--- src/rtl/pen_pressure_tilt_conditioner_unit_macros.svh ---
// ----------------------------------------------------------------------------
// Pen pressure/tilt conditioner assertion macros
// Concurrent assertion wrappers; define NO_ASSERTIONS to compile them away.
// ----------------------------------------------------------------------------
`ifndef PEN_PRESSURE_TILT_CONDITIONER_UNIT_MACROS_SVH
`define PEN_PRESSURE_TILT_CONDITIONER_UNIT_MACROS_SVH

`ifndef NO_ASSERTIONS

// same-cycle implication
`define PPTC_ASSERT_IMP(label, clk, rst_n, ante, cons) \
    label: assert property (@(posedge clk) disable iff (!(rst_n)) (ante) |-> (cons)) \
        else $error("pptc assertion failed");

// next-cycle implication
`define PPTC_ASSERT_NXT(label, clk, rst_n, ante, cons) \
    label: assert property (@(posedge clk) disable iff (!(rst_n)) (ante) |=> (cons)) \
        else $error("pptc assertion failed");

`else

`define PPTC_ASSERT_IMP(label, clk, rst_n, ante, cons)
`define PPTC_ASSERT_NXT(label, clk, rst_n, ante, cons)

`endif

`endif

--- src/rtl/pptc_pkg.sv ---
// ----------------------------------------------------------------------------
// Pen pressure/tilt conditioner package
// Shared constants, codes and the sideband word carried down the pipeline.
// ----------------------------------------------------------------------------
package pptc_pkg;

    localparam int TABLE_DEPTH_DEF = 256;

    // divider: quotient bits and restoring steps per pipeline stage
    localparam int QW        = 16;
    localparam int DIV_STEPS = 4;

    localparam logic [15:0] FULL_SCALE = 16'hFFFF;

    // operation codes
    localparam logic OP_SAMPLE = 1'b0;
    localparam logic OP_WRITE  = 1'b1;

    // configuration register indexes
    localparam logic [2:0] CFG_RAW_MIN   = 3'd0;
    localparam logic [2:0] CFG_RAW_MAX   = 3'd1;
    localparam logic [2:0] CFG_CURVE_EN  = 3'd2;
    localparam logic [2:0] CFG_ROT_EN    = 3'd3;
    localparam logic [2:0] CFG_TILT_COS  = 3'd4;
    localparam logic [2:0] CFG_TILT_SIN  = 3'd5;

    // per-word sideband
    typedef struct packed {
        logic               op;
        logic [7:0]         eidx;
        logic [15:0]        eval;
        logic               byp;
        logic [15:0]        bval;
        logic signed [15:0] xo;
        logic signed [15:0] yo;
    } t_side;

endpackage

--- src/rtl/pptc_div.sv ---
// ----------------------------------------------------------------------------
// Pipelined restoring divider
// 32/16 division with a 16-bit quotient, DIV_STEPS quotient bits per stage.
// ----------------------------------------------------------------------------
module pptc_div import pptc_pkg::*; (
    input  logic        i_clk,
    input  logic        i_rst_n,
    input  logic        i_en,
    input  logic        i_vld,
    input  logic [31:0] i_num,
    input  logic [15:0] i_span,
    input  t_side       i_side,
    output logic        o_vld,
    output logic [15:0] o_q,
    output t_side       o_side
);
    localparam int NST = QW / DIV_STEPS;

    logic        r_vld  [NST];
    logic [15:0] r_rem  [NST];
    logic [15:0] r_low  [NST];
    logic [15:0] r_span [NST];
    t_side       r_side [NST];
    logic [15:0] n_rem  [NST];
    logic [15:0] n_low  [NST];

    // run DIV_STEPS compare/subtract steps per stage
    always_comb begin
        logic [15:0] rem;
        logic [15:0] low;
        logic [15:0] spn;
        logic [16:0] t;
        for (int s = 0; s < NST; s++) begin
            if (s == 0) begin
                rem = i_num[31:16];
                low = i_num[15:0];
                spn = i_span;
            end else begin
                rem = r_rem[s-1];
                low = r_low[s-1];
                spn = r_span[s-1];
            end
            for (int k = 0; k < DIV_STEPS; k++) begin
                t   = {rem, low[15]};
                low = {low[14:0], 1'b0};
                if (t >= {1'b0, spn}) begin
                    t      = t - {1'b0, spn};
                    low[0] = 1'b1;
                end
                rem = t[15:0];
            end
            n_rem[s] = rem;
            n_low[s] = low;
        end
    end

    // advance valid bits
    always_ff @(posedge i_clk) begin
        if (!i_rst_n) begin
            for (int s = 0; s < NST; s++) r_vld[s] <= 1'b0;
        end else if (i_en) begin
            for (int s = 0; s < NST; s++) r_vld[s] <= (s == 0) ? i_vld : r_vld[s-1];
        end
    end

    // advance payload
    always_ff @(posedge i_clk) begin
        if (i_en) begin
            for (int s = 0; s < NST; s++) begin
                r_rem[s]  <= n_rem[s];
                r_low[s]  <= n_low[s];
                r_span[s] <= (s == 0) ? i_span : r_span[s-1];
                r_side[s] <= (s == 0) ? i_side : r_side[s-1];
            end
        end
    end

    assign o_vld  = r_vld[NST-1];
    assign o_q    = r_low[NST-1];
    assign o_side = r_side[NST-1];
endmodule

--- config.mk ---
export PLATFORM = sky130hd
export DESIGN_NAME = pptc_div
export DESIGN_NICKNAME = d
export VERILOG_FILES = /design/src/rtl/pen_pressure_tilt_conditioner_unit_macros.svh /design/src/rtl/pptc_pkg.sv /design/src/rtl/pptc_div.sv
export SDC_FILE = /design/constraint.sdc
export NUM_CORES = 1
export LEC_CHECK = 0
export BUFFER_PORTS_ARGS = -buffer_cell sky130_fd_sc_hd__buf_2
export CAP_MARGIN = 20
export CELL_PAD_IN_SITES_DETAIL_PLACEMENT = 0
export CELL_PAD_IN_SITES_GLOBAL_PLACEMENT = 2
export CORE_MARGIN = 2
export CORE_UTILIZATION = 40
export CTS_BUF_LIST = sky130_fd_sc_hd__clkbuf_4
export DETAILED_ROUTE_END_ITERATION = 7
export PLACE_DENSITY_LB_ADDON = 0.1
export SLEW_MARGIN = 25
export SYNTH_ARGS = -nofsm -noshare
export SYNTH_HDL_FRONTEND = slang
export SYNTH_SLANG_ARGS = --single-unit
--- constraint.sdc ---
create_clock -name i_clk -period 18.8 [get_ports i_clk]
set_input_delay 0 -clock i_clk [delete_from_list [all_inputs] [get_ports i_clk]]
set_output_delay 0 -clock i_clk [all_outputs]
set_load 0.03 [all_outputs]
==> impl_metrics.json, run 1 <==
{
  "die_area_sq_um": 73600,
  "cts_buffer_depth": 3,
  "cts_buffers": 117,
  "cpMaxStageDelayCell": "o21ai_0",
  "syn_area_per_cell_sq_um": 11.3,
  "final_nets": 3452,
  "max-slew-margin-rel": 0.349,
  "chipWidth_microns": 271,
  "tns_ns": 0,
  "hold_ws_ns": 0.0826,
  "postSynthCellCount": 2525,
  "grt_setup_unrepaired": "false",
  "ios": 217,
  "drt_pass1_iterations": 6,
  "hold_class": "primary input to flip-flop",
  "num-fill-cells": 6574,
  "ys_types": 96,
  "drt-initial-drc-count": 1634,
  "gp_congestion": 0.884,
  "end_kind": "flip-flop",
  "setup_violations": 0,
  "grt_pass1_wl_mm": 121,
  "hold_path_depth": 5,
  "synth_ff_type": "edfxtp_1",
  "insertion_delay_ns": 0.90,
  "clock-sinks": 460,
  "placedCellCount": 3664,
  "cpPeakStageDelay_ns": 0.59,
  "netlist_area_sq_um": 28600,
  "post_cts_buffers": 0,
  "period_share": 0.681,
  "path_max_fanout": 22,
  "std_cell_rows": 98,
  "ys_warn_count": 0,
  "path_clk_slew_ns": 0.08,
  "r2r_cells": 41,
  "grt_pass1_vias": 21531,
  "synth_edf_count": 457,
  "ys_ff_latch": 460,
  "tightestPinTransition_ns": 0.976,
  "worstPathRequired_ns": 19.41,
  "port_buffers": 216,
  "cp_common_cell": "o21ai_0",
  "detail-route-antenna-nets": 0,
  "syn_to_final_growth_pct": 20.5,
  "synth_nets": 2922,
  "arrival_ns": 13.41,
  "setup_slack_ns": 6.00,
  "async_reset_ff_frac": 0,
  "cts_tree": "built",
  "routed_wl_mm": 80.0,
  "ctsRootBufferMaster": "clkbuf_4",
  "dp_slack_ns": 6.03,
  "grt_max_degree": 120,
  "skew_ns": 0.0608,
  "max_freq_ghz": 0.0781,
  "dp.final_hpwl_mm": 60.4,
  "die_height_microns": 271,
  "grt_use_total": 0.213,
  "maxCapViolCount": 0,
  "core_sq_um": 71100,
  "start_util": 0.402,
  "final_max_slew_viol_count": 0,
  "outcome": "finished, final reports clean",
  "synth-seq-area-share": 0.482,
  "via_count": 21909,
  "antenna_found_initial": 8,
  "hold_violations": 0,
  "start_kind": "flip-flop",
  "wire_per_inst_microns": 19.5,
  "drcViolationCount": 0,
  "viasPerCell": 5.34,
  "grt_overflow": 0,
  "finalCriticalPeriod_ns": 12.80,
  "worstSetupPathType": "flip-flop to flip-flop",
  "h-tree-depth": 3,
  "drive_above_1_share": 0.173,
  "final_cells": 4099
}
flip-flops by register name, summed over array words and instances, names as in the netlist:
register and cells:
r_side 296, r_low 64, r_span 48, r_rem 48
r_vld 4
logic make-up after synthesis:
family / count (synthesis) / synth area share
AND/OR/NAND/NOR: 648 / 0.112
AO/OA/AOI/OAI: 655 / 0.158
XOR/XNOR: 157 / 0.0481
flip-flops: 460 / 0.482
multiplexers: 123 / 0.0471
adder cells (fa/ha/maj): 271 / 0.123
buffers and inverters: 211 / 0.0296
metal layers:
layer  vias to the layer above  track usage  routed length [microns]
met5                         -            0                        0
met4                         0       0.0635                     1680
met3                        99       0.0326                     3400
met2                       485        0.353                    38600
met1                     10570        0.287                    36300
li1                      10755            -                        -
cell usage in the layout (no fill, tap or decap), types with 17 or more instances in the layout:
master / synthesis / final
edfxtp_1: 457 / 457
ha_1: 256 / 256
dlygate4sd3_1: 0 / 222
buf_2: 16 / 215
a21oi_1: 174 / 174
nand2_1: 170 / 170
inv_1: 165 / 165
clkbuf_4: 0 / 151
nor2_1: 150 / 150
o21ai_0: 116 / 116
xnor2_1: 115 / 115
mux2_2: 89 / 89
a21o_1: 68 / 68
o21a_1: 54 / 54
nor3_1: 50 / 50
nand3_1: 49 / 49
nor2b_1: 44 / 44
nand4_1: 43 / 43
xor2_1: 42 / 42
clkinv_1: 1 / 35
mux2i_1: 33 / 33
nand2b_1: 27 / 27
a211oi_1: 23 / 23
and3_1: 23 / 23
a221o_1: 23 / 23
or3_1: 22 / 22
o31ai_1: 20 / 20
o211ai_1: 17 / 17
final cells by class:
cell class                 count  area (sq um)  share of cell area
antenna                        8          20.0            0.000581
clock buffer                 151          1130              0.0329
clock inverter                54           304             0.00883
inverter                     173           653              0.0190
multi-input combinational   1854         14000               0.405
sequential                   460         13800               0.400
tap                          950          1190              0.0345
timing repair buffer         449          3400              0.0988
final timing paths:
path | start | endpoint | slack [ns]
worst max-delay path | r_span[1][1] | r_rem[2][5] | 6.00
worst min-delay path | i_num[19] | r_rem[0][7] | 0.08
worst max register to register | r_span[1][1] | r_rem[2][5] | 6.00
worst min register to register | r_side[0][20] | r_side[1][20] | 0.39
what timing repair did:
item / 4_1_cts / 5_1_grt
hold buffers: 222 / 0
resized for setup: 0 / 0
setup endpoints to repair: 0 / 0
hold endpoints to repair: 235 / 0
synthesized netlist by cell type, types with 15 or more instances:
cell	count	area, sq um
a221o_1	23	230
nand3_1	49	245
and2_1	15	93.8
mux2_2	89	1000
ha_1	256	3200
mux2i_1	33	330
nand2_1	170	638
a211oi_1	23	173
xor2_1	42	368
xnor2_1	115	1010
o211ai_1	17	128
nand4_1	43	269
inv_1	165	619
nor3_1	50	250
nand2b_1	27	169
o31ai_1	20	150
or3_1	22	138
and3_1	23	144
a21o_1	68	510
o21ai_0	116	581
nor2_1	150	563
o21a_1	54	405
nor2b_1	44	275
buf_2	16	80.1
fa_1	15	300
edfxtp_1	457	13700
a21oi_1	174	871
per-stage QoR:
stage                     utilization  instance area [sq um]
after global placement          0.433                  30800
after CTS                       0.484                  34400
after detailed placement        0.433                  30800
after global routing            0.484                  34500
final                           0.484                  34500
after floorplan                     -                  28600
critical path: cells and delay by family (launching register included):
| kind | cells | cell delay [ns] |
|---|---|---|
| compound gates | 23 | 7.23 |
| buf+inv | 6 | 1.35 |
| fa+ha+maj | 4 | 1.34 |
| simple gates | 6 | 1.27 |
| mux | 2 | 0.71 |
| flops | 1 | 0.57 |
Power of run 1 is not shown: default switching activity piles up to over one toggle a cycle in this logic, so the estimate is an artifact.
==> run 2: changes to the inputs <==
--- a/config.mk
+++ b/config.mk
@@ -10,7 +10,7 @@
 export CELL_PAD_IN_SITES_DETAIL_PLACEMENT = 0
 export CELL_PAD_IN_SITES_GLOBAL_PLACEMENT = 2
 export CORE_MARGIN = 2
-export CORE_UTILIZATION = 40
+export CORE_UTILIZATION = 38
 export CTS_BUF_LIST = sky130_fd_sc_hd__clkbuf_4
 export DETAILED_ROUTE_END_ITERATION = 7
 export PLACE_DENSITY_LB_ADDON = 0.1
==> constraint.sdc (replaced) <==
create_clock -name i_clk -period 10.5 [get_ports i_clk]
set_input_delay 0 -clock i_clk [delete_from_list [all_inputs] [get_ports i_clk]]
set_output_delay 0 -clock i_clk [all_outputs]
set_load 0.03 [all_outputs]
==> impl_metrics.json, run 2 (synthesis gave the netlist of run 1 again) <==
{
  "drcViolationCount": 0,
  "routed_wl_mm": 82.9,
  "finalCriticalPeriod_ns": 9.96,
  "antenna_found_initial": 4,
  "path_max_fanout": 23,
  "drt-initial-drc-count": 1459,
  "final_max_slew_viol_count": 0,
  "drt_pass1_iterations": 5,
  "insertion_delay_ns": 0.92,
  "ctsRootBufferMaster": "clkbuf_4",
  "grt_pass1_wl_mm": 126,
  "hold_path_depth": 5,
  "hold_class": "primary input to flip-flop",
  "port_buffers": 216,
  "final_core_util": 0.474,
  "detail-route-antenna-nets": 0,
  "hold_ws_ns": 0.144,
  "regMostFlops": "r_side",
  "cp_common_cell": "ha_1",
  "hold_violations": 0,
  "r2r_cells": 41,
  "final_common_cell": "edfxtp_1",
  "via_count": 22198,
  "grt_setup_unrepaired": "false",
  "die_height_microns": 278,
  "max-slew-margin-rel": 0.330,
  "grt_pass1_vias": 22120,
  "grt_max_degree": 156,
  "viasPerCell": 5.29,
  "tns_ns": 0,
  "setup_violations": 0,
  "largest_reg_flops": 296,
  "cts_tree": "built",
  "dp.final_hpwl_mm": 63.5,
  "start_kind": "primary input",
  "reg_top3": "r_side (296), r_low (64)",
  "syn_to_final_growth_pct": 23.3,
  "cts_buffers": 118,
  "drive_above_1_share": 0.202,
  "max_freq_ghz": 0.100,
  "grt_overflow": 0,
  "gp_congestion": 0.898,
  "ios": 217,
  "worstSetupPathType": "primary input to flip-flop",
  "arrival_ns": 10.62,
  "cts_buffer_depth": 3,
  "period_share": 0.949,
  "clock-sinks": 460,
  "grt_use_total": 0.211,
  "start_util": 0.384,
  "std_cell_rows": 100,
  "mostFrequentLayoutCells": "edfxtp_1 (457), ha_1 (255), dlygate4sd3_1 (231)",
  "tightestPinTransition_ns": 1.00,
  "wire_per_inst_microns": 19.7,
  "cpPeakStageDelay_ns": 0.56,
  "worstPathRequired_ns": 11.16,
  "end_kind": "flip-flop",
  "h-tree-depth": 3,
  "path_clk_slew_ns": 0.07,
  "core_sq_um": 74400,
  "maxCapViolCount": 0,
  "chipWidth_microns": 278,
  "die_area_sq_um": 77500,
  "outcome": "finished, final reports clean",
  "cpMaxStageDelayCell": "dlygate4sd3_1",
  "final_nets": 3535,
  "skew_ns": 0.100
}
==> run 2: final timing paths <==
kind	start	end	slack [ns]
max	i_span[10]	r_rem[0][1]	0.54
min	i_num[15]	r_rem[0][3]	0.14
max reg2reg	r_span[0][14]	r_rem[1][10]	0.57
min reg2reg	r_side[0][16]	r_side[1][16]	0.37
==> run 2: area by class of cell <==
type / instances / area [sq um]
fill: 6902 / 39200
multi-input combinational: 1854 / 14100
sequential: 460 / 13800
timing repair buffer: 531 / 4050
tap: 969 / 1210
clock buffer: 160 / 1200
inverter: 173 / 657
clock inverter: 46 / 289
antenna: 5 / 12.5
==> run 2: worst max-delay path: cells and delay by family <==
family	cells	cell delay, ns
AO/OA/AOI/OAI	17	3.56
AND/OR/NAND/NOR	11	2.43
buffers and inverters	8	2.37
adder cells (fa/ha/maj)	4	1.43
multiplexers	2	0.78
==> run 2: stage by stage <==
stage	area, sq um	instances	setup WS (ns)
after global placement	31300	3750	-0.520
after CTS	35100	4188	0.0396
after detailed placement	31300	3750	-0.506
final	35300	4198	0.540
after floorplan	28600	2525	0.336
after global routing	35300	4198	0.0152
==> run 2: routing by layer <==
| metal | GRT usage | wire length [microns] | part of all wire | up-vias |
|---|---|---|---|---|
| met5 | 0 | 0 | 0 | - |
| met1 | 0.284 | 37500 | 0.45 | 10687 |
| met2 | 0.351 | 39500 | 0.48 | 475 |
| met4 | 0.0678 | 2410 | 0.029 | 0 |
| met3 | 0.0296 | 3460 | 0.042 | 120 |
| li1 | - | - | - | 10916 |
==> run 2: repair_timing <==
| action | CTS | global route |
|---|---|---|
| pin swaps | 0 | 4 |
| endpoints found under the hold margin | 210 | 0 |
| resized for setup | 4 | 34 |
| gates cloned | 0 | 0 |
| buffers inserted | 1 | 5 |
| endpoints found under the setup margin | 17 | 44 |
| hold buffers | 231 | 0 |
Power of run 2 is left out for the same reason.
